File: config.mk
export PLATFORM = sky130hd
export DESIGN_NAME = per_voice_multi_wave_lfo_core
export DESIGN_NICKNAME = d
export VERILOG_FILES = /design/src/rtl/pvlfo_pkg.sv /design/src/rtl/pvlfo_state.sv /design/src/rtl/pvlfo_shaper.sv /design/src/rtl/pvlfo_out_fifo.sv /design/src/rtl/per_voice_multi_wave_lfo_core.sv
export SDC_FILE = /design/constraint.sdc
export NUM_CORES = 2
export LEC_CHECK = 0
export BUFFER_PORTS_ARGS = -buffer_cell sky130_fd_sc_hd__buf_2
export CAP_MARGIN = 15
export CORE_UTILIZATION = 50
export CTS_CLUSTER_SIZE = 20
export DETAILED_ROUTE_END_ITERATION = 10
export MAX_ROUTING_LAYER = met4
export PLACE_DENSITY = 0.72
export SLEW_MARGIN = 25
export SYNTH_ARGS = -nofsm -noshare
export SYNTH_HDL_FRONTEND = slang
export SYNTH_SLANG_ARGS = --single-unit
File: constraint.sdc
create_clock -name clk -period 5.8 [get_ports clk]
set_input_delay 1.16 -clock clk [delete_from_list [all_inputs] [get_ports clk]]
set_output_delay 1.16 -clock clk [all_outputs]
set_load 0.02 [all_outputs]
File: src/rtl/pvlfo_pkg.sv
// Shared types, constants and the quarter-wave sine table of the per-voice LFO.
// No dependencies; every other file refers to it by scoped names.
package pvlfo_pkg;

    localparam int VOICES      = 16;
    localparam int VOICE_W     = 4;
    localparam int ADDR_W      = $clog2(VOICES);
    localparam int PHASE_W     = 32;
    localparam int SAMPLE_W    = 16;
    localparam int WAVE_W      = SAMPLE_W + 1;
    localparam int LEVEL_W     = 16;
    localparam int WAVE_SEL_W  = 3;
    localparam int LFSR_W      = 32;
    localparam int CFG_DATA_W  = 32;
    localparam int CFG_INDEX_W = 3;

    localparam int SINE_DEPTH  = 256;
    localparam int SINE_IDX_W  = $clog2(SINE_DEPTH);
    localparam int SINE_MAG_W  = 15;

    localparam int FIFO_DEPTH  = 8;
    localparam int FIFO_PTR_W  = $clog2(FIFO_DEPTH);
    localparam int OCC_W       = $clog2(FIFO_DEPTH + 1);

    localparam logic [LFSR_W-1:0] LFSR_TOGGLE = 32'h8020_0003;

    localparam logic [PHASE_W-1:0]    RST_PHASE_INC = 32'd89478;
    localparam logic [WAVE_SEL_W-1:0] RST_WAVEFORM  = 3'd0;
    localparam logic [LEVEL_W-1:0]    RST_LEVEL     = 16'd32768;
    localparam logic [SAMPLE_W-1:0]   RST_OFFSET    = 16'd0;
    localparam logic [LFSR_W-1:0]     RST_SEED      = 32'd1;

    typedef enum logic [CFG_INDEX_W-1:0] {
        CFG_PHASE_INC  = 3'd0,
        CFG_WAVEFORM   = 3'd1,
        CFG_LEVEL      = 3'd2,
        CFG_OFFSET     = 3'd3,
        CFG_NOISE_SEED = 3'd4
    } cfg_index_t;

    typedef enum logic [WAVE_SEL_W-1:0] {
        WAVE_SINE      = 3'd0,
        WAVE_TRIANGLE  = 3'd1,
        WAVE_SAW_UP    = 3'd2,
        WAVE_SAW_DOWN  = 3'd3,
        WAVE_SQUARE    = 3'd4,
        WAVE_RANDOM    = 3'd5
    } wave_sel_t;

    // Updated voice state handed from the state stage to the shaper
    typedef struct packed {
        logic                valid;
        logic [VOICE_W-1:0]  voice;
        logic [PHASE_W-1:0]  phase;
        logic [SAMPLE_W-1:0] held;
    } phase_stage_t;

    typedef struct packed {
        logic [WAVE_SEL_W-1:0] waveform;
        logic [LEVEL_W-1:0]    level;
        logic [SAMPLE_W-1:0]   offset;
    } shape_cfg_t;

    typedef struct packed {
        logic [VOICE_W-1:0]  voice;
        logic [SAMPLE_W-1:0] mod_value;
    } result_t;

    typedef logic [SINE_MAG_W-1:0] sine_rom_t [SINE_DEPTH];

    // Quarter-wave sine at bin centers, odd Q30 polynomial, rounded to Q15
    function automatic sine_rom_t build_sine_rom();
        sine_rom_t   rom;
        logic [63:0] x;
        logic [63:0] y;
        logic [63:0] t;
        logic [63:0] r;
        int          k;
        for (k = 0; k < SINE_DEPTH; k++) begin
            x = (((64'(k) << 1) + 64'd1) << 29) / SINE_DEPTH;
            y = (x * x) >> 30;
            t = 64'd172272;
            t = 64'd5026995    - ((y * t) >> 30);
            t = 64'd85569306   - ((y * t) >> 30);
            t = 64'd693598668  - ((y * t) >> 30);
            t = 64'd1686629713 - ((y * t) >> 30);
            r = (x * t) >> 30;
            r = (r + 64'd16384) >> 15;
            if (r > 64'd32767) begin
                r = 64'd32767;
            end
            rom[k] = r[SINE_MAG_W-1:0];
        end
        return rom;
    endfunction

    localparam sine_rom_t SINE_ROM = build_sine_rom();

endpackage

File: src/rtl/pvlfo_state.sv
// Per-voice state memories (phase, held random) with read-modify-write and forwarding,
// plus the shared noise LFSR. Depends on pvlfo_pkg.
module pvlfo_state (
    input  logic                               clk,
    input  logic                               rst_n,
    input  logic                               rd_en,
    input  logic [pvlfo_pkg::VOICE_W-1:0]      rd_voice,
    input  logic [pvlfo_pkg::PHASE_W-1:0]      phase_inc,
    input  logic                               seed_load,
    input  logic [pvlfo_pkg::LFSR_W-1:0]       seed_value,
    output pvlfo_pkg::phase_stage_t            stage_out
);

    // Voice memories: one read and one write port, read data registered
    logic [pvlfo_pkg::PHASE_W-1:0]  phase_mem [pvlfo_pkg::VOICES];
    logic [pvlfo_pkg::SAMPLE_W-1:0] held_mem  [pvlfo_pkg::VOICES];
    logic [pvlfo_pkg::VOICES-1:0]   written_reg;

    logic [pvlfo_pkg::PHASE_W-1:0]  phase_rd_reg;
    logic [pvlfo_pkg::SAMPLE_W-1:0] held_rd_reg;
    logic                           written_rd_reg;

    logic                           s1_valid_reg;
    logic [pvlfo_pkg::VOICE_W-1:0]  s1_voice_reg;

    logic                           fwd_valid_reg;
    logic [pvlfo_pkg::VOICE_W-1:0]  fwd_voice_reg;
    logic [pvlfo_pkg::PHASE_W-1:0]  fwd_phase_reg;
    logic [pvlfo_pkg::SAMPLE_W-1:0] fwd_held_reg;

    logic [pvlfo_pkg::LFSR_W-1:0]   lfsr_reg;
    logic [pvlfo_pkg::LFSR_W-1:0]   lfsr_next;

    pvlfo_pkg::phase_stage_t        stage_reg;
    pvlfo_pkg::phase_stage_t        stage_next;

    logic                           fwd_hit;
    logic [pvlfo_pkg::PHASE_W-1:0]  phase_cur;
    logic [pvlfo_pkg::SAMPLE_W-1:0] held_cur;
    logic [pvlfo_pkg::PHASE_W:0]    phase_sum;
    logic                           wrap;
    logic [pvlfo_pkg::LFSR_W-1:0]   lfsr_src;
    logic [pvlfo_pkg::LFSR_W-1:0]   lfsr_step;
    logic [pvlfo_pkg::SAMPLE_W-1:0] held_new;

    // Read both memories at the accepted voice
    always_ff @(posedge clk) begin
        if (rd_en) begin
            phase_rd_reg <= phase_mem[rd_voice[pvlfo_pkg::ADDR_W-1:0]];
            held_rd_reg  <= held_mem[rd_voice[pvlfo_pkg::ADDR_W-1:0]];
        end
    end

    // Write back the updated voice state
    always_ff @(posedge clk) begin
        if (s1_valid_reg) begin
            phase_mem[s1_voice_reg[pvlfo_pkg::ADDR_W-1:0]] <= phase_sum[pvlfo_pkg::PHASE_W-1:0];
            held_mem[s1_voice_reg[pvlfo_pkg::ADDR_W-1:0]]  <= held_new;
        end
    end

    // Track written entries; an unwritten entry reads as zero
    always_ff @(posedge clk or negedge rst_n) begin
        if (!rst_n) begin
            written_reg    <= '0;
            written_rd_reg <= 1'b0;
            s1_valid_reg   <= 1'b0;
            fwd_valid_reg  <= 1'b0;
            lfsr_reg       <= pvlfo_pkg::RST_SEED;
            stage_reg      <= '0;
        end else begin
            if (s1_valid_reg) begin
                written_reg[s1_voice_reg[pvlfo_pkg::ADDR_W-1:0]] <= 1'b1;
            end
            if (rd_en) begin
                written_rd_reg <= written_reg[rd_voice[pvlfo_pkg::ADDR_W-1:0]];
            end
            s1_valid_reg    <= rd_en;
            fwd_valid_reg   <= s1_valid_reg;
            lfsr_reg        <= lfsr_next;
            stage_reg       <= stage_next;
        end
    end

    // Hold voice index and the last write for forwarding; payload needs no reset
    always_ff @(posedge clk) begin
        if (rd_en) begin
            s1_voice_reg <= rd_voice;
        end
        if (s1_valid_reg) begin
            fwd_voice_reg <= s1_voice_reg;
            fwd_phase_reg <= phase_sum[pvlfo_pkg::PHASE_W-1:0];
            fwd_held_reg  <= held_new;
        end
    end

    // Select current state: forwarded write, stored entry, or reset value
    always_comb begin
        fwd_hit = fwd_valid_reg && (fwd_voice_reg == s1_voice_reg);
        if (fwd_hit) begin
            phase_cur = fwd_phase_reg;
            held_cur  = fwd_held_reg;
        end else if (written_rd_reg) begin
            phase_cur = phase_rd_reg;
            held_cur  = held_rd_reg;
        end else begin
            phase_cur = '0;
            held_cur  = '0;
        end
    end

    // Advance phase; a carry out clocks the LFSR and draws a new held value
    always_comb begin
        phase_sum = {1'b0, phase_cur} + {1'b0, phase_inc};
        wrap      = phase_sum[pvlfo_pkg::PHASE_W];
        lfsr_src  = (lfsr_reg == '0) ? pvlfo_pkg::LFSR_W'(1) : lfsr_reg;
        lfsr_step = {1'b0, lfsr_src[pvlfo_pkg::LFSR_W-1:1]}
                    ^ (lfsr_src[0] ? pvlfo_pkg::LFSR_TOGGLE : '0);
        held_new  = wrap ? lfsr_step[pvlfo_pkg::LFSR_W-1 -: pvlfo_pkg::SAMPLE_W] : held_cur;

        if (seed_load) begin
            lfsr_next = seed_value;
        end else if (s1_valid_reg && wrap) begin
            lfsr_next = lfsr_step;
        end else begin
            lfsr_next = lfsr_reg;
        end

        stage_next.valid = s1_valid_reg;
        stage_next.voice = s1_voice_reg;
        stage_next.phase = phase_sum[pvlfo_pkg::PHASE_W-1:0];
        stage_next.held  = held_new;
    end

    assign stage_out = stage_reg;

endmodule

File: src/rtl/pvlfo_shaper.sv
// Waveform generation, level scaling, rounding, offset and Q1.15 saturation.
// Depends on pvlfo_pkg (stage types and sine table).
module pvlfo_shaper (
    input  logic                      clk,
    input  logic                      rst_n,
    input  pvlfo_pkg::phase_stage_t   stage_in,
    input  pvlfo_pkg::shape_cfg_t     cfg,
    output logic                      res_valid,
    output pvlfo_pkg::result_t        res
);

    logic [pvlfo_pkg::PHASE_W-1:0]     p;
    logic [1:0]                        quad;
    logic [pvlfo_pkg::SINE_IDX_W-1:0]  sine_idx;
    logic [pvlfo_pkg::WAVE_W-1:0]      sine_mag;
    logic [pvlfo_pkg::PHASE_W-1:0]     tri_dist;
    logic signed [pvlfo_pkg::WAVE_W-1:0] wave_next;

    logic                              wave_valid_reg;
    logic [pvlfo_pkg::VOICE_W-1:0]     wave_voice_reg;
    logic signed [pvlfo_pkg::WAVE_W-1:0] wave_reg;

    logic                              prod_valid_reg;
    logic [pvlfo_pkg::VOICE_W-1:0]     prod_voice_reg;
    logic signed [2*pvlfo_pkg::WAVE_W-1:0] prod_reg;
    logic signed [2*pvlfo_pkg::WAVE_W-1:0] prod_next;

    logic signed [2*pvlfo_pkg::WAVE_W-1:0] prod_rnd;
    logic signed [2*pvlfo_pkg::WAVE_W-16:0] scaled;
    logic signed [2*pvlfo_pkg::WAVE_W-15:0] with_offset;
    logic [pvlfo_pkg::SAMPLE_W-1:0]    sat_value;

    // Form the raw wave from the top phase bits
    always_comb begin
        p        = stage_in.phase;
        quad     = p[pvlfo_pkg::PHASE_W-1 -: 2];
        sine_idx = p[pvlfo_pkg::PHASE_W-3 -: pvlfo_pkg::SINE_IDX_W];
        if (quad[0]) begin
            sine_idx = ~sine_idx;
        end
        sine_mag = pvlfo_pkg::WAVE_W'(pvlfo_pkg::SINE_ROM[sine_idx]);
        tri_dist = p[pvlfo_pkg::PHASE_W-1] ? {1'b0, p[pvlfo_pkg::PHASE_W-2:0]}
                                           : (32'h8000_0000 - p);

        case (cfg.waveform)
            pvlfo_pkg::WAVE_SINE:
                wave_next = quad[1] ? -$signed(sine_mag) : $signed(sine_mag);
            pvlfo_pkg::WAVE_TRIANGLE:
                wave_next = $signed(17'd32768 - tri_dist[pvlfo_pkg::PHASE_W-1:15]);
            pvlfo_pkg::WAVE_SAW_UP:
                wave_next = $signed({1'b0, p[pvlfo_pkg::PHASE_W-1 -: 16]} - 17'd32768);
            pvlfo_pkg::WAVE_SAW_DOWN:
                wave_next = $signed(17'd32768 - {1'b0, p[pvlfo_pkg::PHASE_W-1 -: 16]});
            pvlfo_pkg::WAVE_SQUARE:
                wave_next = p[pvlfo_pkg::PHASE_W-1] ? -17'sd32768 : 17'sd32768;
            pvlfo_pkg::WAVE_RANDOM:
                wave_next = $signed({stage_in.held[pvlfo_pkg::SAMPLE_W-1], stage_in.held});
            default:
                wave_next = '0;
        endcase
    end

    // Scale by level
    assign prod_next = wave_reg * $signed({1'b0, cfg.level});

    // Round half up, add offset, saturate
    always_comb begin
        prod_rnd    = prod_reg + 34'sd16384;
        scaled      = prod_rnd[2*pvlfo_pkg::WAVE_W-1:15];
        with_offset = $signed({scaled[2*pvlfo_pkg::WAVE_W-16], scaled})
                      + $signed(cfg.offset);
        if (with_offset > 20'sd32767) begin
            sat_value = 16'h7FFF;
        end else if (with_offset < -20'sd32768) begin
            sat_value = 16'h8000;
        end else begin
            sat_value = with_offset[pvlfo_pkg::SAMPLE_W-1:0];
        end
    end

    // Advance valid flags
    always_ff @(posedge clk or negedge rst_n) begin
        if (!rst_n) begin
            wave_valid_reg <= 1'b0;
            prod_valid_reg <= 1'b0;
        end else begin
            wave_valid_reg <= stage_in.valid;
            prod_valid_reg <= wave_valid_reg;
        end
    end

    // Advance payload
    always_ff @(posedge clk) begin
        wave_voice_reg <= stage_in.voice;
        wave_reg       <= wave_next;
        prod_voice_reg <= wave_voice_reg;
        prod_reg       <= prod_next;
    end

    assign res_valid     = prod_valid_reg;
    assign res.voice     = prod_voice_reg;
    assign res.mod_value = sat_value;

endmodule

File: src/rtl/pvlfo_out_fifo.sv
// Output queue that decouples the sample pipeline from the result channel.
// Depends on pvlfo_pkg (result type and depth).
module pvlfo_out_fifo (
    input  logic                 clk,
    input  logic                 rst_n,
    input  logic                 push,
    input  pvlfo_pkg::result_t   push_data,
    input  logic                 pop,
    output logic                 head_valid,
    output pvlfo_pkg::result_t   head_data
);

    pvlfo_pkg::result_t                entries [pvlfo_pkg::FIFO_DEPTH];
    logic [pvlfo_pkg::FIFO_PTR_W-1:0]  wr_ptr_reg;
    logic [pvlfo_pkg::FIFO_PTR_W-1:0]  rd_ptr_reg;
    logic [pvlfo_pkg::OCC_W-1:0]       count_reg;
    logic [pvlfo_pkg::OCC_W-1:0]       count_next;

    // Store incoming results
    always_ff @(posedge clk) begin
        if (push) begin
            entries[wr_ptr_reg] <= push_data;
        end
    end

    always_comb begin
        count_next = count_reg + pvlfo_pkg::OCC_W'(push) - pvlfo_pkg::OCC_W'(pop);
    end

    // Advance pointers and count
    always_ff @(posedge clk or negedge rst_n) begin
        if (!rst_n) begin
            wr_ptr_reg <= '0;
            rd_ptr_reg <= '0;
            count_reg  <= '0;
        end else begin
            if (push) begin
                wr_ptr_reg <= wr_ptr_reg + 1'b1;
            end
            if (pop) begin
                rd_ptr_reg <= rd_ptr_reg + 1'b1;
            end
            count_reg <= count_next;
        end
    end

    assign head_valid = (count_reg != '0);
    assign head_data  = entries[rd_ptr_reg];

endmodule

File: src/rtl/per_voice_multi_wave_lfo_core.sv
// Top level of the per-voice multi-waveform LFO: configuration registers, flow control.
// Depends on pvlfo_pkg, pvlfo_state, pvlfo_shaper and pvlfo_out_fifo.
//
// One transaction on the input names a voice (0..15); the block returns one
// transaction with that voice and its signed Q1.15 modulation sample, in order.
// It takes a new voice every clock cycle; each one passes the memory read, state
// stage, wave and product registers and the output queue, and up to eight transactions
// may be outstanding before in_ready drops. The rate is set by the read-modify-write
// loop on the voice memory, which a one-entry forward path closes even when the same
// voice repeats back to back. Per-voice state resets to zero at once (no clearing pass).
// Configuration writes take effect on the next cycle and are meant for idle periods;
// writing the noise seed also reloads the shared noise generator.
module per_voice_multi_wave_lfo_core (
    input  logic                                   clk,
    input  logic                                   rst_n,
    input  logic                                   in_valid,
    output logic                                   in_ready,
    input  logic [pvlfo_pkg::VOICE_W-1:0]          voice,
    output logic                                   out_valid,
    input  logic                                   out_ready,
    output logic [pvlfo_pkg::VOICE_W-1:0]          voice_out,
    output logic signed [pvlfo_pkg::SAMPLE_W-1:0]  mod_value,
    input  logic                                   cfg_write_en,
    input  logic [pvlfo_pkg::CFG_INDEX_W-1:0]      cfg_index,
    input  logic [pvlfo_pkg::CFG_DATA_W-1:0]       cfg_data
);

    logic [pvlfo_pkg::PHASE_W-1:0]    phase_inc_reg;
    logic [pvlfo_pkg::WAVE_SEL_W-1:0] waveform_reg;
    logic [pvlfo_pkg::LEVEL_W-1:0]    level_reg;
    logic [pvlfo_pkg::SAMPLE_W-1:0]   offset_reg;
    logic [pvlfo_pkg::OCC_W-1:0]      occ_reg;
    logic [pvlfo_pkg::OCC_W-1:0]      occ_next;

    logic                             in_fire;
    logic                             out_fire;
    logic                             seed_load;
    pvlfo_pkg::phase_stage_t          ph_stage;
    pvlfo_pkg::shape_cfg_t            shape_cfg;
    logic                             res_valid;
    pvlfo_pkg::result_t               res;
    pvlfo_pkg::result_t               head;

    assign in_fire   = in_valid && in_ready;
    assign out_fire  = out_valid && out_ready;
    assign seed_load = cfg_write_en && (cfg_index == pvlfo_pkg::CFG_NOISE_SEED);

    // Configuration registers
    always_ff @(posedge clk or negedge rst_n) begin
        if (!rst_n) begin
            phase_inc_reg <= pvlfo_pkg::RST_PHASE_INC;
            waveform_reg  <= pvlfo_pkg::RST_WAVEFORM;
            level_reg     <= pvlfo_pkg::RST_LEVEL;
            offset_reg    <= pvlfo_pkg::RST_OFFSET;
        end else if (cfg_write_en) begin
            case (cfg_index)
                pvlfo_pkg::CFG_PHASE_INC:
                    phase_inc_reg <= cfg_data[pvlfo_pkg::PHASE_W-1:0];
                pvlfo_pkg::CFG_WAVEFORM:
                    waveform_reg <= cfg_data[pvlfo_pkg::WAVE_SEL_W-1:0];
                pvlfo_pkg::CFG_LEVEL:
                    level_reg <= cfg_data[pvlfo_pkg::LEVEL_W-1:0];
                pvlfo_pkg::CFG_OFFSET:
                    offset_reg <= cfg_data[pvlfo_pkg::SAMPLE_W-1:0];
                default:
                    ;
            endcase
        end
    end

    // Count outstanding transactions; stop accepting when the queue could fill
    always_comb begin
        occ_next = occ_reg + pvlfo_pkg::OCC_W'(in_fire) - pvlfo_pkg::OCC_W'(out_fire);
    end

    always_ff @(posedge clk or negedge rst_n) begin
        if (!rst_n) begin
            occ_reg <= '0;
        end else begin
            occ_reg <= occ_next;
        end
    end

    assign in_ready = (occ_reg < pvlfo_pkg::OCC_W'(pvlfo_pkg::FIFO_DEPTH));

    assign shape_cfg.waveform = waveform_reg;
    assign shape_cfg.level    = level_reg;
    assign shape_cfg.offset   = offset_reg;

    pvlfo_state u_state (
        .clk        (clk),
        .rst_n      (rst_n),
        .rd_en      (in_fire),
        .rd_voice   (voice),
        .phase_inc  (phase_inc_reg),
        .seed_load  (seed_load),
        .seed_value (cfg_data[pvlfo_pkg::LFSR_W-1:0]),
        .stage_out  (ph_stage)
    );

    pvlfo_shaper u_shaper (
        .clk       (clk),
        .rst_n     (rst_n),
        .stage_in  (ph_stage),
        .cfg       (shape_cfg),
        .res_valid (res_valid),
        .res       (res)
    );

    pvlfo_out_fifo u_out_fifo (
        .clk        (clk),
        .rst_n      (rst_n),
        .push       (res_valid),
        .push_data  (res),
        .pop        (out_fire),
        .head_valid (out_valid),
        .head_data  (head)
    );

    assign voice_out = head.voice;
    assign mod_value = head.mod_value;

`ifndef SYNTHESIS
    // Outstanding count never exceeds the queue depth
    assert property (@(posedge clk) disable iff (!rst_n)
        occ_reg <= pvlfo_pkg::OCC_W'(pvlfo_pkg::FIFO_DEPTH))
        else $error("outstanding transaction count exceeds queue depth");

    // An accepted voice reaches the shaper through the memory read and state stage registers
    assert property (@(posedge clk) disable iff (!rst_n)
        in_fire |-> ##2 ph_stage.valid)
        else $error("accepted transaction lost in state stage");

    // A shaper input reaches the queue push through the wave and product registers
    assert property (@(posedge clk) disable iff (!rst_n)
        ph_stage.valid |-> ##2 res_valid)
        else $error("shaper dropped a sample");

    // A result shown on the output is always counted as outstanding
    assert property (@(posedge clk) disable iff (!rst_n)
        out_valid |-> (occ_reg != '0))
        else $error("output valid with no outstanding transaction");
`endif

endmodule
==> results.md <==
- The max-slew violation count is 0.
- The via count of the first global-routing pass is 46,700.
- Global routing consumed, over all layers together, roughly a third of the routing resources.
- The level count of the clock H-tree is 4.
- The final core area utilization is 57.7%.
- The count of endpoints failing hold in the final timing report came to 0.
- The path category of the worst min-delay check is flop to flop.
- The checks that failed: setup timing.
- The post-CTS clock slew at the launch and capture registers of the worst setup and hold paths is 0.06 ns.
- The capturing element of the worst setup path is u_shaper.prod_reg[33].
- The cell area that synthesis handed to floorplanning was 68,300 µm².
- In this run, the number of DRC markers left after iteration 0 of detailed routing was 6,130.
- The clock sink count is 1,263.
- The worst setup path is launched from a flop.
- The post-route worst setup slack is -0.234 ns.
- Summing the areas of all xor and xnor instances in the mapped netlist gives 2.05% of the synthesized area.
- The final layout contains ~5,900 nets.
- The share of the synthesized area in compound gates (AO/OA/AOI/OAI) is about 8.4%.
- The internal reg-to-reg setup slack is -0.23 ns.
- The post-synthesis async set-or-reset flop share is 14.7%.
- At the worst endpoint, the required time is 6.50 ns.
- From left edge to right edge, the die measures 372 µm.
- The capturing element type of the critical path is a flop.
- In this run the critical register-to-register path is launched from level_reg[5].
- Dividing the detail-routed wire length by the instance count gives 29.6 µm.
- The clock latency on the worst-skew pair is between 0.7 and 0.8 ns.
- The routed wire length is 217 mm.
- The worst path in the final design needs a cycle of 6.03 ns, including I/O delays and setup.
- Of the available clock period, the critical path in the final layout requires 104%.
- The number of input and output port buffers inserted is 65.
- The normalized max-slew margin is 18.0%.
- The total negative setup slack is -0.709 ns.
- Sorting the synthesized cells by area gives the leading types as sky130_fd_sc_hd__edfxtp_1, sky130_fd_sc_hd__mux4_2, sky130_fd_sc_hd__fa_1.
- The area growth from synthesis to layout is 14.6%.
- The mean post-synth cell area is ~13 µm².
- The detailed-route vias per instance is 6.37.
- Leaving out fill and tap cells, the most frequent cell in the layout is sky130_fd_sc_hd__edfxtp_1.
- The floorplan row count is 135.
- The post-route netlist has a little under a quarter of its cells at a drive strength greater than 1.
- The fraction of synthesized area in multiplexers is 11.7%.
- Setup repair after global routing could not meet its margin everywhere.
- In the layout the commonest cells are sky130_fd_sc_hd__edfxtp_1, sky130_fd_sc_hd__nand2_1, sky130_fd_sc_hd__buf_4, sky130_fd_sc_hd__inv_1, sky130_fd_sc_hd__mux4_2.
- The maximum net fanout on the critical path is 6.
- The global-route wire length before repair is 317 mm.
- 66 I/O pins were placed.
- For this run, design rule violations remaining after detail routing come to 0.
- The main flop type after synthesis is sky130_fd_sc_hd__edfxtp_1.
- The starting density of the core is 50.4%.
- Across the run, the number of max-cap violations was 0.
- The count of endpoints failing setup in the final report is 7.
- The portion of synthesized cell area occupied by the leading cell type is 45.4%.
- The number of nets handed over by synthesis was 5,590.
- The signal arrival time at the worst endpoint is between 6 and 7 ns.
- The residual antenna-violating net count after detailed routing is 0.
- The area share of and/or/nand/nor cells after synthesis is 8.50%.
- The endpoint of the worst-slack reg-to-reg timing path is u_shaper.prod_reg[33].
- The placed wire-length estimate after detailed placement is 144 mm.
- The iteration count of the initial detailed-routing pass is 8.
- The die extent in y is 372 µm.
- The startpoint of the most critical setup path is level_reg[5].
- The combinational family with the most area after synthesis is multiplexers.
- Buffers inserted during clock tree synthesis total roughly 130.
- TritonCTS built the clock tree.
- The die outline area is 138,000 µm².
- Counting along the longest clock path gives a buffer depth of 3.
- The flow ran to the end, but the final reports show violations.
- The transition time at the pin with the least slew margin is between 1 and 1.5 ns.
- The unique cell type count in the Yosys netlist is 103.
- During synthesis, Yosys emitted a total of 0 warnings.
- The setup skew after layout is 0.0691 ns.
- The arithmetic-cell share of the synthesized area counting full adders, half adders and majority gates is 11.5%.
- The post-placement cell count is 7,063.
- By startpoint and endpoint, the worst setup path is classified as flop to flop.
- Yosys mapped a number of flops with a built-in enable equal to 1,032.
- Entering global routing, the biggest net connects 145 pins.
- The number of antenna violations at the first check in global routing is 5.
- The upper clock frequency limit is 166 MHz.
- The routed layout has 46,600 vias.
- The region available for standard cell placement spans approximately 140,000 µm².
- The register with the most flip-flops in the layout has roughly 510 of them.
- At the end of routability-driven placement, the weighted congestion stood at 1.03.
- The count of placed standard cells in the final layout, fillers left out is around 7,300.
- The overall overflow remaining after global route is 0.
- The library cell used as clock root buffer is sky130_fd_sc_hd__clkbuf_16.
- The cell taking the most area after synthesis is sky130_fd_sc_hd__edfxtp_1.
- The sequential area share after synthesis is about 54%.
- The flop and latch count out of synthesis is roughly 1,300.
- Counting every instance in the synthesized netlist gives 5,089.
- The cell count of the worst reg-to-reg path is 22.
worst max-delay path, cell delays in order, from the launching register on:
cell	delay, ns
sky130_fd_sc_hd__dfrtp_2	0.41
sky130_fd_sc_hd__buf_6	0.13
sky130_fd_sc_hd__and2_4	0.13
sky130_fd_sc_hd__fa_1	0.52
sky130_fd_sc_hd__inv_1	0.05
sky130_fd_sc_hd__fa_1	0.49
sky130_fd_sc_hd__fa_1	0.43
sky130_fd_sc_hd__fa_1	0.50
sky130_fd_sc_hd__inv_2	0.04
sky130_fd_sc_hd__fa_1	0.54
sky130_fd_sc_hd__fa_1	0.46
sky130_fd_sc_hd__ha_4	0.25
sky130_fd_sc_hd__a2111oi_4	0.30
sky130_fd_sc_hd__o221ai_2	0.15
sky130_fd_sc_hd__a21oi_2	0.20
sky130_fd_sc_hd__buf_6	0.14
sky130_fd_sc_hd__nor4_4	0.05
sky130_fd_sc_hd__nor3_4	0.20
sky130_fd_sc_hd__or3_4	0.19
sky130_fd_sc_hd__o21ai_4	0.06
sky130_fd_sc_hd__or3_4	0.36
sky130_fd_sc_hd__a31oi_4	0.21
sky130_fd_sc_hd__xnor2_1	0.13
layer usage:
metal	GRT usage [%]	part of all wire (%)	vias to the layer above
met4	15.2	5.3	0
met3	6.18	9.3	615
met5	-	0	-
li1	-	-	19400
met2	48.5	46	2687
met1	44.1	40	23900
repair_timing:
item / in CTS / in global routing
setup endpoints to repair: 16 / 322
buffers inserted: 7 / 7
hold buffers: 0 / 0
resized for setup: 48 / 53
pin swaps: 28 / 25
stage by stage:
step | cell area [µm²] | hold slack [ns] | setup slack (ns)
final | 78200 | 0.327 | -0.234
after global routing | 78200 | 0.336 | -0.457
after CTS | 77900 | 0.329 | -0.383
after detailed placement | 73400 | 0.316 | -0.731
after global placement | 73200 | 0.313 | -0.603
after floorplan | 68300 | 0.310 | 0.000264
cells by family after synthesis:
kind of cell,Yosys count
mux,423
buf+inv,728
xor+xnor,153
compound gates,865
simple gates,1200
flops,1263
fa+ha+maj,457
final cells by class:
cell class | instances | area (µm²)
clock buffer | 164 | 3530
tap | 1781 | 2230
inverter | 404 | 1520
timing repair buffer | 528 | 4230
clock inverter | 76 | 807
antenna | 8 | 20.0
fill | 10500 | 57200
multi-input combinational | 3098 | 29300
sequential | 1263 | 36600
Yosys cell counts, types with 24 or more instances:
| cell | count |
|---|---|
| sky130_fd_sc_hd__nor2b_1 | 39 |
| sky130_fd_sc_hd__mux4_2 | 287 |
| sky130_fd_sc_hd__a21oi_1 | 219 |
| sky130_fd_sc_hd__fa_1 | 281 |
| sky130_fd_sc_hd__o211ai_1 | 48 |
| sky130_fd_sc_hd__dfxtp_1 | 45 |
| sky130_fd_sc_hd__o22ai_1 | 38 |
| sky130_fd_sc_hd__xor2_1 | 40 |
| sky130_fd_sc_hd__inv_1 | 398 |
| sky130_fd_sc_hd__nand2_1 | 447 |
| sky130_fd_sc_hd__buf_2 | 72 |
| sky130_fd_sc_hd__a211oi_1 | 31 |
| sky130_fd_sc_hd__nor2_1 | 205 |
| sky130_fd_sc_hd__buf_1 | 48 |
| sky130_fd_sc_hd__nand3_1 | 109 |
| sky130_fd_sc_hd__edfxtp_1 | 1032 |
| sky130_fd_sc_hd__xnor2_1 | 107 |
| sky130_fd_sc_hd__mux2i_1 | 24 |
| sky130_fd_sc_hd__ha_1 | 176 |
| sky130_fd_sc_hd__a22oi_1 | 28 |
| sky130_fd_sc_hd__and2_1 | 122 |
| sky130_fd_sc_hd__nor3_1 | 65 |
| sky130_fd_sc_hd__clkbuf_1 | 175 |
| sky130_fd_sc_hd__a31oi_1 | 37 |
| sky130_fd_sc_hd__mux2_2 | 112 |
| sky130_fd_sc_hd__a21o_1 | 40 |
| sky130_fd_sc_hd__dfrtp_1 | 175 |
| sky130_fd_sc_hd__or2_2 | 28 |
| sky130_fd_sc_hd__nand2b_1 | 41 |
| sky130_fd_sc_hd__o21ai_0 | 172 |
worst min path at each step:
stage                               start  slack, ns                          to  cells past startpoint
2_1_floorplan  u_shaper.wave_voice_reg[0]       0.31  u_shaper.prod_voice_reg[0]                      0
3_3_place_gp   u_shaper.wave_voice_reg[0]       0.31  u_shaper.prod_voice_reg[0]                      0
3_5_place_dp   u_shaper.wave_voice_reg[0]       0.32  u_shaper.prod_voice_reg[0]                      0
4_1_cts        u_shaper.wave_voice_reg[0]       0.33  u_shaper.prod_voice_reg[0]                      0
5_1_grt        u_shaper.wave_voice_reg[0]       0.34  u_shaper.prod_voice_reg[0]                      0
6_report       u_shaper.wave_voice_reg[0]       0.33  u_shaper.prod_voice_reg[0]                      0
Power is left out: the tool's default activity adds up to more than one toggle a clock period on the data nets, which glitch-free logic cannot reach.
